<file path="config.mk">
export PLATFORM = sky130hd
export DESIGN_NAME = deadline_timer_queue
export DESIGN_NICKNAME = d
export VERILOG_FILES = /design/src/hw/rtl/dtq_pkg.sv /design/src/hw/rtl/dtq_cell.sv /design/src/hw/rtl/deadline_timer_queue.sv
export VERILOG_INCLUDE_DIRS = /design/src /design/src/hw/rtl
export SDC_FILE = /design/constraint.sdc
export NUM_CORES = 2
export LEC_CHECK = 0
export ABC_AREA = 1
export BUFFER_PORTS_ARGS = -buffer_cell sky130_fd_sc_hd__buf_4
export CAP_MARGIN = 0
export CORE_MARGIN = 4
export CORE_UTILIZATION = 30
export DETAILED_ROUTE_END_ITERATION = 16
export REMOVE_ABC_BUFFERS = 1
export SYNTH_ARGS = -nofsm -noshare
export SYNTH_HDL_FRONTEND = slang
export SYNTH_SLANG_ARGS = --single-unit
export TNS_END_PERCENT = 1
</file>
<file path="constraint.sdc">
create_clock -name clk -period 5.3 [get_ports clk]
set_clock_uncertainty 0.15 [all_clocks]
set_input_delay 0.265 -clock clk [delete_from_list [all_inputs] [get_ports clk]]
set_output_delay 0.265 -clock clk [all_outputs]
set_load 0.005 [all_outputs]
</file>
<file path="src/hw/rtl/assert_macros.svh">
// Assertion macros shared by the deadline timer queue RTL.
`ifndef ASSERT_MACROS_SVH
`define ASSERT_MACROS_SVH

// Check a property on the rising edge of clk, quiet while arst_n is low.
`define ASSERT_CLK(label, prop, msg) \
	label: assert property (@(posedge clk) disable iff (!arst_n) (prop)) else $error(msg);

// Check that a condition never holds on a rising edge of clk.
`define ASSERT_NEVER(label, cond, msg) \
	`ASSERT_CLK(label, !(cond), msg)

`endif

</file>
<file path="src/hw/rtl/dtq_pkg.sv">
// Types, constants and codes for the deadline timer queue.
`default_nettype none

package dtq_pkg;

	localparam int DTQ_DEPTH   = 16;
	localparam int DTQ_MAX_RUN = 16;
	localparam int DTQ_RUN_W   = $clog2(DTQ_MAX_RUN);
	localparam int DTQ_TIME_W  = 32;
	localparam int DTQ_ID_W    = 16;
	localparam int DTQ_DELAY_W = 16;

	// Request types
	localparam logic REQ_SCHED = 1'b0;
	localparam logic REQ_TICK  = 1'b1;

	// Result kinds
	localparam logic KIND_STATUS  = 1'b0;
	localparam logic KIND_EXPIRED = 1'b1;

	// Schedule status codes
	localparam logic STAT_OK   = 1'b0;
	localparam logic STAT_FULL = 1'b1;

	// One queue entry
	typedef struct packed {
		logic                  valid;
		logic [DTQ_TIME_W-1:0] deadline;
		logic [DTQ_ID_W-1:0]   handle;
	} slot_t;

	// Command broadcast to every cell of the chain
	typedef struct packed {
		logic                  ins;
		logic                  pop;
		logic [DTQ_TIME_W-1:0] new_deadline;
		logic [DTQ_ID_W-1:0]   new_handle;
	} cell_ctrl_t;

endpackage

`default_nettype wire

</file>
<file path="src/hw/rtl/dtq_cell.sv">
// One cell of the sorted deadline chain: holds one entry, shifts on insert and pop.
`default_nettype none

module dtq_cell (
	input  wire                 clk,
	input  wire                 arst_n,
	input  dtq_pkg::cell_ctrl_t ctrl,
	input  dtq_pkg::slot_t      left,
	input  wire                 left_gt,
	input  dtq_pkg::slot_t      right,
	output dtq_pkg::slot_t      slot,
	output logic                gt
);
	import dtq_pkg::*;

	logic                  valid_q;
	logic [DTQ_TIME_W-1:0] deadline_q;
	logic [DTQ_ID_W-1:0]   handle_q;
	slot_t                 slot_nxt;
	logic [DTQ_TIME_W-1:0] diff;

	// Flag an entry that must move behind the new request: empty, or strictly later.
	// Equal deadlines stay ahead so older entries leave first.
	assign diff = ctrl.new_deadline - deadline_q;
	assign gt   = !valid_q || diff[DTQ_TIME_W-1];

	// Pick the next content: pull from the right on pop, shift or take the new entry on insert
	always_comb begin
		slot_nxt = slot;
		if (ctrl.pop) begin
			slot_nxt = right;
		end else if (ctrl.ins && gt) begin
			if (left_gt) begin
				slot_nxt = left;
			end else begin
				slot_nxt.valid    = 1'b1;
				slot_nxt.deadline = ctrl.new_deadline;
				slot_nxt.handle   = ctrl.new_handle;
			end
		end
	end

	// Hold the valid flag under reset
	always_ff @(posedge clk or negedge arst_n) begin
		if (!arst_n) begin
			valid_q <= 1'b0;
		end else begin
			valid_q <= slot_nxt.valid;
		end
	end

	// Hold the payload
	always_ff @(posedge clk) begin
		deadline_q <= slot_nxt.deadline;
		handle_q   <= slot_nxt.handle;
	end

	assign slot = {valid_q, deadline_q, handle_q};

endmodule

`default_nettype wire

</file>
<file path="src/hw/rtl/deadline_timer_queue.sv">
// Top level of the deadline timer queue: request control, time counter and cell chain.
`default_nettype none
`include "assert_macros.svh"

// A request is taken when start is high and busy is low. A schedule request stores
// handle_id with deadline now + delay_ticks in a chain of DEPTH cells kept sorted by
// deadline (equal deadlines in arrival order) unless the chain is full, and answers
// one status result; the request is registered, then the chain shifts it into place.
// A tick request advances the time counter and then emits the expired handles earliest
// first, one per cycle from the head cell, at most 16 per tick, the last one marked by
// last_of_run, and gives no result when nothing has expired. Each result is shown for
// one cycle with result_strobe high and the receiver cannot stall it; a result appears
// in the cycle after the step that makes it, and busy may already be low in that cycle.
module deadline_timer_queue #(
	parameter int DEPTH = dtq_pkg::DTQ_DEPTH
) (
	input  wire                          clk,
	input  wire                          arst_n,
	input  wire                          start,
	output logic                         busy,
	input  wire                          req_type,
	input  wire  [dtq_pkg::DTQ_ID_W-1:0]    handle_id,
	input  wire  [dtq_pkg::DTQ_DELAY_W-1:0] delay_ticks,
	output logic                         result_strobe,
	output logic                         result_kind,
	output logic [dtq_pkg::DTQ_ID_W-1:0] expired_id,
	output logic                         sched_status,
	output logic                         last_of_run
);
	import dtq_pkg::*;

	localparam logic [1:0] ST_IDLE = 2'd0;
	localparam logic [1:0] ST_INS  = 2'd1;
	localparam logic [1:0] ST_EMIT = 2'd2;

	logic [1:0]            state_q;
	logic [DTQ_TIME_W-1:0] now_q;
	logic [DTQ_RUN_W-1:0]  count_q;
	logic [DTQ_TIME_W-1:0] new_deadline_q;
	logic [DTQ_ID_W-1:0]   new_handle_q;

	logic                  strobe_q;
	logic                  kind_q;
	logic [DTQ_ID_W-1:0]   id_q;
	logic                  status_q;
	logic                  last_q;

	slot_t                 slot_w [DEPTH];
	logic                  gt_w   [DEPTH];
	logic [DEPTH-1:0]      vld;
	cell_ctrl_t            ctrl;

	logic                  accept;
	logic                  full;
	logic [DTQ_TIME_W-1:0] age0;
	logic [DTQ_TIME_W-1:0] age1;
	logic                  head_exp;
	logic                  next_exp;
	logic                  emit;
	logic                  emit_last;

	assign accept = start && !busy;
	assign busy   = (state_q != ST_IDLE);

	// Gather the valid flags of the chain
	always_comb begin
		for (int i = 0; i < DEPTH; i++) begin
			vld[i] = slot_w[i].valid;
		end
	end
	assign full = vld[DEPTH-1];

	// Check the head and the entry behind it against the current time
	assign age0      = now_q - slot_w[0].deadline;
	assign age1      = now_q - slot_w[1].deadline;
	assign head_exp  = slot_w[0].valid && !age0[DTQ_TIME_W-1];
	assign next_exp  = slot_w[1].valid && !age1[DTQ_TIME_W-1];
	assign emit      = (state_q == ST_EMIT) && head_exp;
	assign emit_last = (count_q == DTQ_RUN_W'(DTQ_MAX_RUN - 1)) || !next_exp;

	// Drive the chain command
	assign ctrl.ins          = (state_q == ST_INS) && !full;
	assign ctrl.pop          = emit;
	assign ctrl.new_deadline = new_deadline_q;
	assign ctrl.new_handle   = new_handle_q;

	// Build the chain of cells
	for (genvar i = 0; i < DEPTH; i++) begin : g_cell
		slot_t left_s;
		slot_t right_s;
		logic  left_gt_s;
		if (i == 0) begin : g_head
			assign left_s    = '0;
			assign left_gt_s = 1'b0;
		end else begin : g_body
			assign left_s    = slot_w[i-1];
			assign left_gt_s = gt_w[i-1];
		end
		if (i == DEPTH - 1) begin : g_tail
			assign right_s = '0;
		end else begin : g_inner
			assign right_s = slot_w[i+1];
		end
		dtq_cell u_cell (
			.clk     (clk),
			.arst_n  (arst_n),
			.ctrl    (ctrl),
			.left    (left_s),
			.left_gt (left_gt_s),
			.right   (right_s),
			.slot    (slot_w[i]),
			.gt      (gt_w[i])
		);
	end

	// Sequence requests, advance time and count the run
	always_ff @(posedge clk or negedge arst_n) begin
		if (!arst_n) begin
			state_q <= ST_IDLE;
			now_q   <= '0;
			count_q <= '0;
		end else begin
			unique case (state_q)
				ST_IDLE: begin
					if (accept) begin
						if (req_type == REQ_TICK) begin
							now_q   <= now_q + 1'b1;
							count_q <= '0;
							state_q <= ST_EMIT;
						end else begin
							state_q <= ST_INS;
						end
					end
				end
				ST_INS: begin
					state_q <= ST_IDLE;
				end
				ST_EMIT: begin
					if (emit) begin
						count_q <= count_q + 1'b1;
						if (emit_last) begin
							state_q <= ST_IDLE;
						end
					end else begin
						state_q <= ST_IDLE;
					end
				end
				default: begin
					state_q <= ST_IDLE;
				end
			endcase
		end
	end

	// Capture the schedule request
	always_ff @(posedge clk) begin
		if (accept) begin
			new_deadline_q <= now_q + DTQ_TIME_W'(delay_ticks);
			new_handle_q   <= handle_id;
		end
	end

	// Raise the result strobe for one cycle with each result
	always_ff @(posedge clk or negedge arst_n) begin
		if (!arst_n) begin
			strobe_q <= 1'b0;
		end else begin
			strobe_q <= (state_q == ST_INS) || emit;
		end
	end

	// Load the result payload
	always_ff @(posedge clk) begin
		if (state_q == ST_INS) begin
			kind_q   <= KIND_STATUS;
			id_q     <= '0;
			status_q <= full ? STAT_FULL : STAT_OK;
			last_q   <= 1'b1;
		end else if (emit) begin
			kind_q   <= KIND_EXPIRED;
			id_q     <= slot_w[0].handle;
			status_q <= STAT_OK;
			last_q   <= emit_last;
		end
	end

	assign result_strobe = strobe_q;
	assign result_kind   = kind_q;
	assign expired_id    = id_q;
	assign sched_status  = status_q;
	assign last_of_run   = last_q;

	// Results only follow a cycle of work
	`ASSERT_CLK(a_strobe_after_work, strobe_q |-> ($past(state_q) != ST_IDLE), "result without a working cycle")
	// The marked emission ends the run
	`ASSERT_CLK(a_last_ends_run, (emit && emit_last) |=> (state_q == ST_IDLE), "run did not end after last handle")
	// An unmarked expired result means the run goes on
	`ASSERT_CLK(a_run_continues, (strobe_q && kind_q == KIND_EXPIRED && !last_q) |-> (state_q == ST_EMIT), "run stopped before its last handle")
	// Entries stay packed from the head of the chain
	`ASSERT_NEVER(a_chain_packed, ((vld + 1'b1) & vld) != '0, "hole in the cell chain")

endmodule

`default_nettype wire

</file>
==> impl_results.rst <==
.. list-table::
   :header-rows: 1

   * - Metric
     - Value
   * - Share of the clock period used by the worst path
     - about 80%
   * - Synth-to-Final Area Change
     - 10.9%
   * - Number of placement rows
     - 167
   * - Fraction of registers with async set/reset
     - around 6.2%
   * - Antenna violations before repair
     - 2
   * - DP HPWL
     - 136 mm
   * - Count of routing violations after the opening detailed-route iteration
     - between 5000 and 6000
   * - Setup TNS
     - 0 ps
   * - Total Wirelength
     - between 150 and 200 mm
   * - Dominant register cell in the synthesized netlist
     - edfxtp_1
   * - Fillers
     - 21600
   * - Launching element type of the critical path
     - flip-flop
   * - Number of instances in the synthesized netlist
     - 8124
   * - Minimum setup slack among reg-to-reg paths
     - 1040 ps
   * - Vias/cell
     - 5.09
   * - Count of flip-flops with a built-in enable after synthesis
     - 769
   * - Cell area after layout
     - 0.0692 sq mm
   * - Final Worst Setup Slack
     - 1040 ps
   * - Clock root cell
     - clkbuf_16
   * - Data arrival at the endpoint of the critical path
     - 4460 ps
   * - CP endpoint kind
     - flip-flop
   * - Drt wl/cell
     - roughly 17 microns
   * - Dpl ws
     - 1130 ps
   * - Internal power
     - ~18 mW
   * - Final Total Pwr
     - 29.3 mW
   * - Core region area
     - 0.207 sq mm
   * - Worst setup path category
     - flip-flop to flip-flop
   * - Power density relative to cell area
     - 423 mW/mm^2
   * - Placer Congestion
     - around 0.88
   * - IO buf count
     - 56
   * - TritonCTS clock tree
     - yes
   * - Transition time at the pin with the least slew margin
     - 917 ps
   * - Net count reported at finish
     - 8513
   * - Min Tclk post-route
     - 4260 ps
   * - Number of max-cap violations
     - 0
   * - Die width
     - between 400 and 500 microns
   * - Diodes inserted
     - 0
   * - Combined area of the multi-input logic cells
     - 0.0308 sq mm
   * - Setup repair after global routing missed its margin
     - false
   * - Top library cells by usage in the layout, fill and taps aside
     - nand2_1, inv_1, nand3_1
   * - Area enclosed by the die boundary
     - 0.215 sq mm
   * - Clock network fraction of total power
     - 25.0%
   * - Antenna violation net count after detailed routing
     - 0
   * - Synth Cell Area
     - about 0.062 sq mm
   * - Synth Warn #
     - 0
   * - Worst vdd rail ir drop
     - 0.273 mV
   * - Max-slew violations
     - 0
   * - Sw Pwr
     - 11.6 mW
   * - Total leakage power
     - between 30 and 40 nW
   * - Source-to-sink clock delay at the later pin of the worst-skew pair
     - 730 ps
   * - Clock Sink Count
     - 890
   * - Power share of the combinational group
     - about two fifths
   * - Global-route wire length before repair
     - between 200 and 300 mm
   * - Share of final-layout standard cells stronger than drive strength 1
     - 5.49%
   * - Number of failing hold endpoints at the final stage
     - 0
   * - Status
     - finished clean
   * - Number of ports placed on the die boundary
     - 57
   * - Switch share
     - 39.7%
   * - Sequential cell fraction of total power
     - between 30% and 40%
   * - Worst hold path class
     - input pin to flip-flop
   * - H-tree Lvls
     - 3
   * - CTS Buf Count
     - 105
   * - Slew HR
     - between 30% and 40%
   * - Initial Utilization
     - 30.1%
   * - CP max FO
     - about 100
   * - Overall fraction of global-route tracks in use
     - 16.3%
   * - Highest achievable clock rate
     - between 200 and 250 MHz
   * - Most common cell after layout, fill and taps aside
     - nand2_1
   * - Pin count of the biggest net entering global routing
     - about 160
   * - Sequential cell area in the final layout
     - 0.0258 sq mm
   * - DRC Markers
     - 0
   * - Drt pass-1 iters
     - 6
   * - Hold_ws
     - 109 ps
   * - Post-CTS clock slew at the launch and capture registers of the worst setup and hold paths
     - approximately 60 ps
   * - Buffer levels on the longest clock path
     - 3
   * - Number of vias in the routed layout
     - 54700
   * - Number of global-route vias before repair
     - 53700
   * - Part of the Yosys area used for sequential elements
     - 41.4%
   * - Synth Register Bits
     - 890
   * - Number of unique standard cell types used by synthesis
     - 40
   * - Post-detailed-placement cell area
     - roughly 0.065 sq mm
   * - Synth Area per Inst
     - ~7.7 sq um
   * - Required @ worst endpoint
     - 5490 ps
   * - Die outline height
     - 464 microns
   * - Buffers inserted by post-CTS timing repair
     - 0
   * - Final number of setup-violating endpoints
     - 0
   * - Aggregate global routing overflow
     - 0
[stage by stage]
stage	instances	utilization (%)
2_1_floorplan	7567	-
3_3_place_gp	10500	31.6
3_5_place_dp	10500	31.6
4_1_cts	10700	33.4
5_1_grt	10700	33.4
6_report	10700	33.4
[cell type report]
type	instances	area share [%]
multi-input cells	5787	44.6
flip-flops and latches	890	37.3
well taps	2704	4.89
inverters	890	4.84
clock buffers	155	4.30
repair buffers	274	3.46
clock inverters	42	0.610
[per-layer routing]
layer	global-route usage (%)	wire, microns
met5	0	0
met4	4.52	4010
met3	1.55	10300
met2	27.2	83300
met1	22.7	85100
[timing repair]
action	CTS	global route
hold endpoints to repair	107	0
gates resized for setup	0	0
hold buffers	40	0
[kinds of logic (layout without fill, tap and decap cells)]
kind of cell / Yosys count / after routing / share of synthesized area, %
xor+xnor: 78 / 78 / 1.10
flops: 890 / 890 / 41.4
simple gates: 4678 / 4678 / 33.2
fa+ha+maj: 529 / 529 / 10.6
compound gates: 501 / 501 / 4.27
mux: 1 / 1 / 0.0181
buf+inv: 1447 / 1361 / 9.45
[synthesized netlist by cell type (2+ instances only)]
master | instances | share of area, %
inv_1 | 887 | 5.3
nor2_4 | 3 | 0.054
o21a_1 | 31 | 0.37
nand2_2 | 2 | 0.020
nand3b_1 | 8 | 0.096
o21bai_1 | 9 | 0.11
ha_1 | 528 | 11
o211ai_1 | 3 | 0.036
dfrtp_1 | 55 | 2.2
nor2_1 | 214 | 1.3
o21ai_0 | 134 | 1.1
a31oi_1 | 2 | 0.020
xnor2_1 | 12 | 0.17
nand3_2 | 3 | 0.048
buf_6 | 3 | 0.054
nand3_1 | 827 | 6.6
nand4_1 | 758 | 7.6
xor2_1 | 66 | 0.93
edfxtp_1 | 769 | 37
clkbuf_1 | 283 | 1.7
buf_1 | 3 | 0.018
nor4_1 | 5 | 0.050
nor3_1 | 46 | 0.37
and3_1 | 13 | 0.13
nand2_1 | 2795 | 17
a21oi_1 | 305 | 2.4
buf_2 | 226 | 1.8
dfxtp_1 | 66 | 2.1
inv_2 | 3 | 0.018
a21o_1 | 14 | 0.17
buf_4 | 42 | 0.51
[worst max-delay path: stages, from the launching register on]
cell and delay, ps:
dfrtp_1 470, ha_1 340, nand4_1 140, nor3_1 350, nand2_1 140, nor2_1 130
nand2_1 110, nand3_2 320, nand3_4 480, buf_12 420, nand2_2 140, buf_4 570
[flip-flops by register name, summed over array words and instances (netlist names), 2 cells and up]
name                      count
count_q                       4
expired_id                   16
g_cell.u_cell.deadline_q    512
g_cell.u_cell.handle_q      256
g_cell.u_cell.valid_q        16
new_deadline_q               32
new_handle_q                 16
now_q                        32
state_q                       2
[worst paths after layout]
path	from	end	cells past startpoint
setup reg to reg	now_q[28]$_DFFE_PN0P_	g_cell[2].u_cell.handle_q[6]$_DFFE_PP_	11
min in group asynchronous	arst_n	now_q[5]$_DFFE_PN0P_	3
hold reg to reg	g_cell[15].u_cell.deadline_q[12]$_SDFFE_PP0P_	g_cell[15].u_cell.deadline_q[12]$_SDFFE_PP0P_	2
hold / removal	handle_id[13]	new_handle_q[13]$_DFFE_PP_	2
setup / recovery	now_q[28]$_DFFE_PN0P_	g_cell[2].u_cell.handle_q[6]$_DFFE_PP_	11
max in group asynchronous	arst_n	g_cell[14].u_cell.valid_q$_DFFE_PN0P_	3
[power groups by stage]
stage | clock (mW) | combinational, mW | sequential (mW)
2_1_floorplan | 0 | 7.59 | 11.1
3_3_place_gp | 0 | 10.7 | 10.9
5_1_grt | 7.73 | 12.7 | 10.9
4_1_cts | 7.46 | 11.1 | 10.8
3_5_place_dp | 0 | 11.0 | 10.9
6_report | 7.31 | 11.2 | 10.8
No activity file was read; power rests on OpenSTA's default activity.
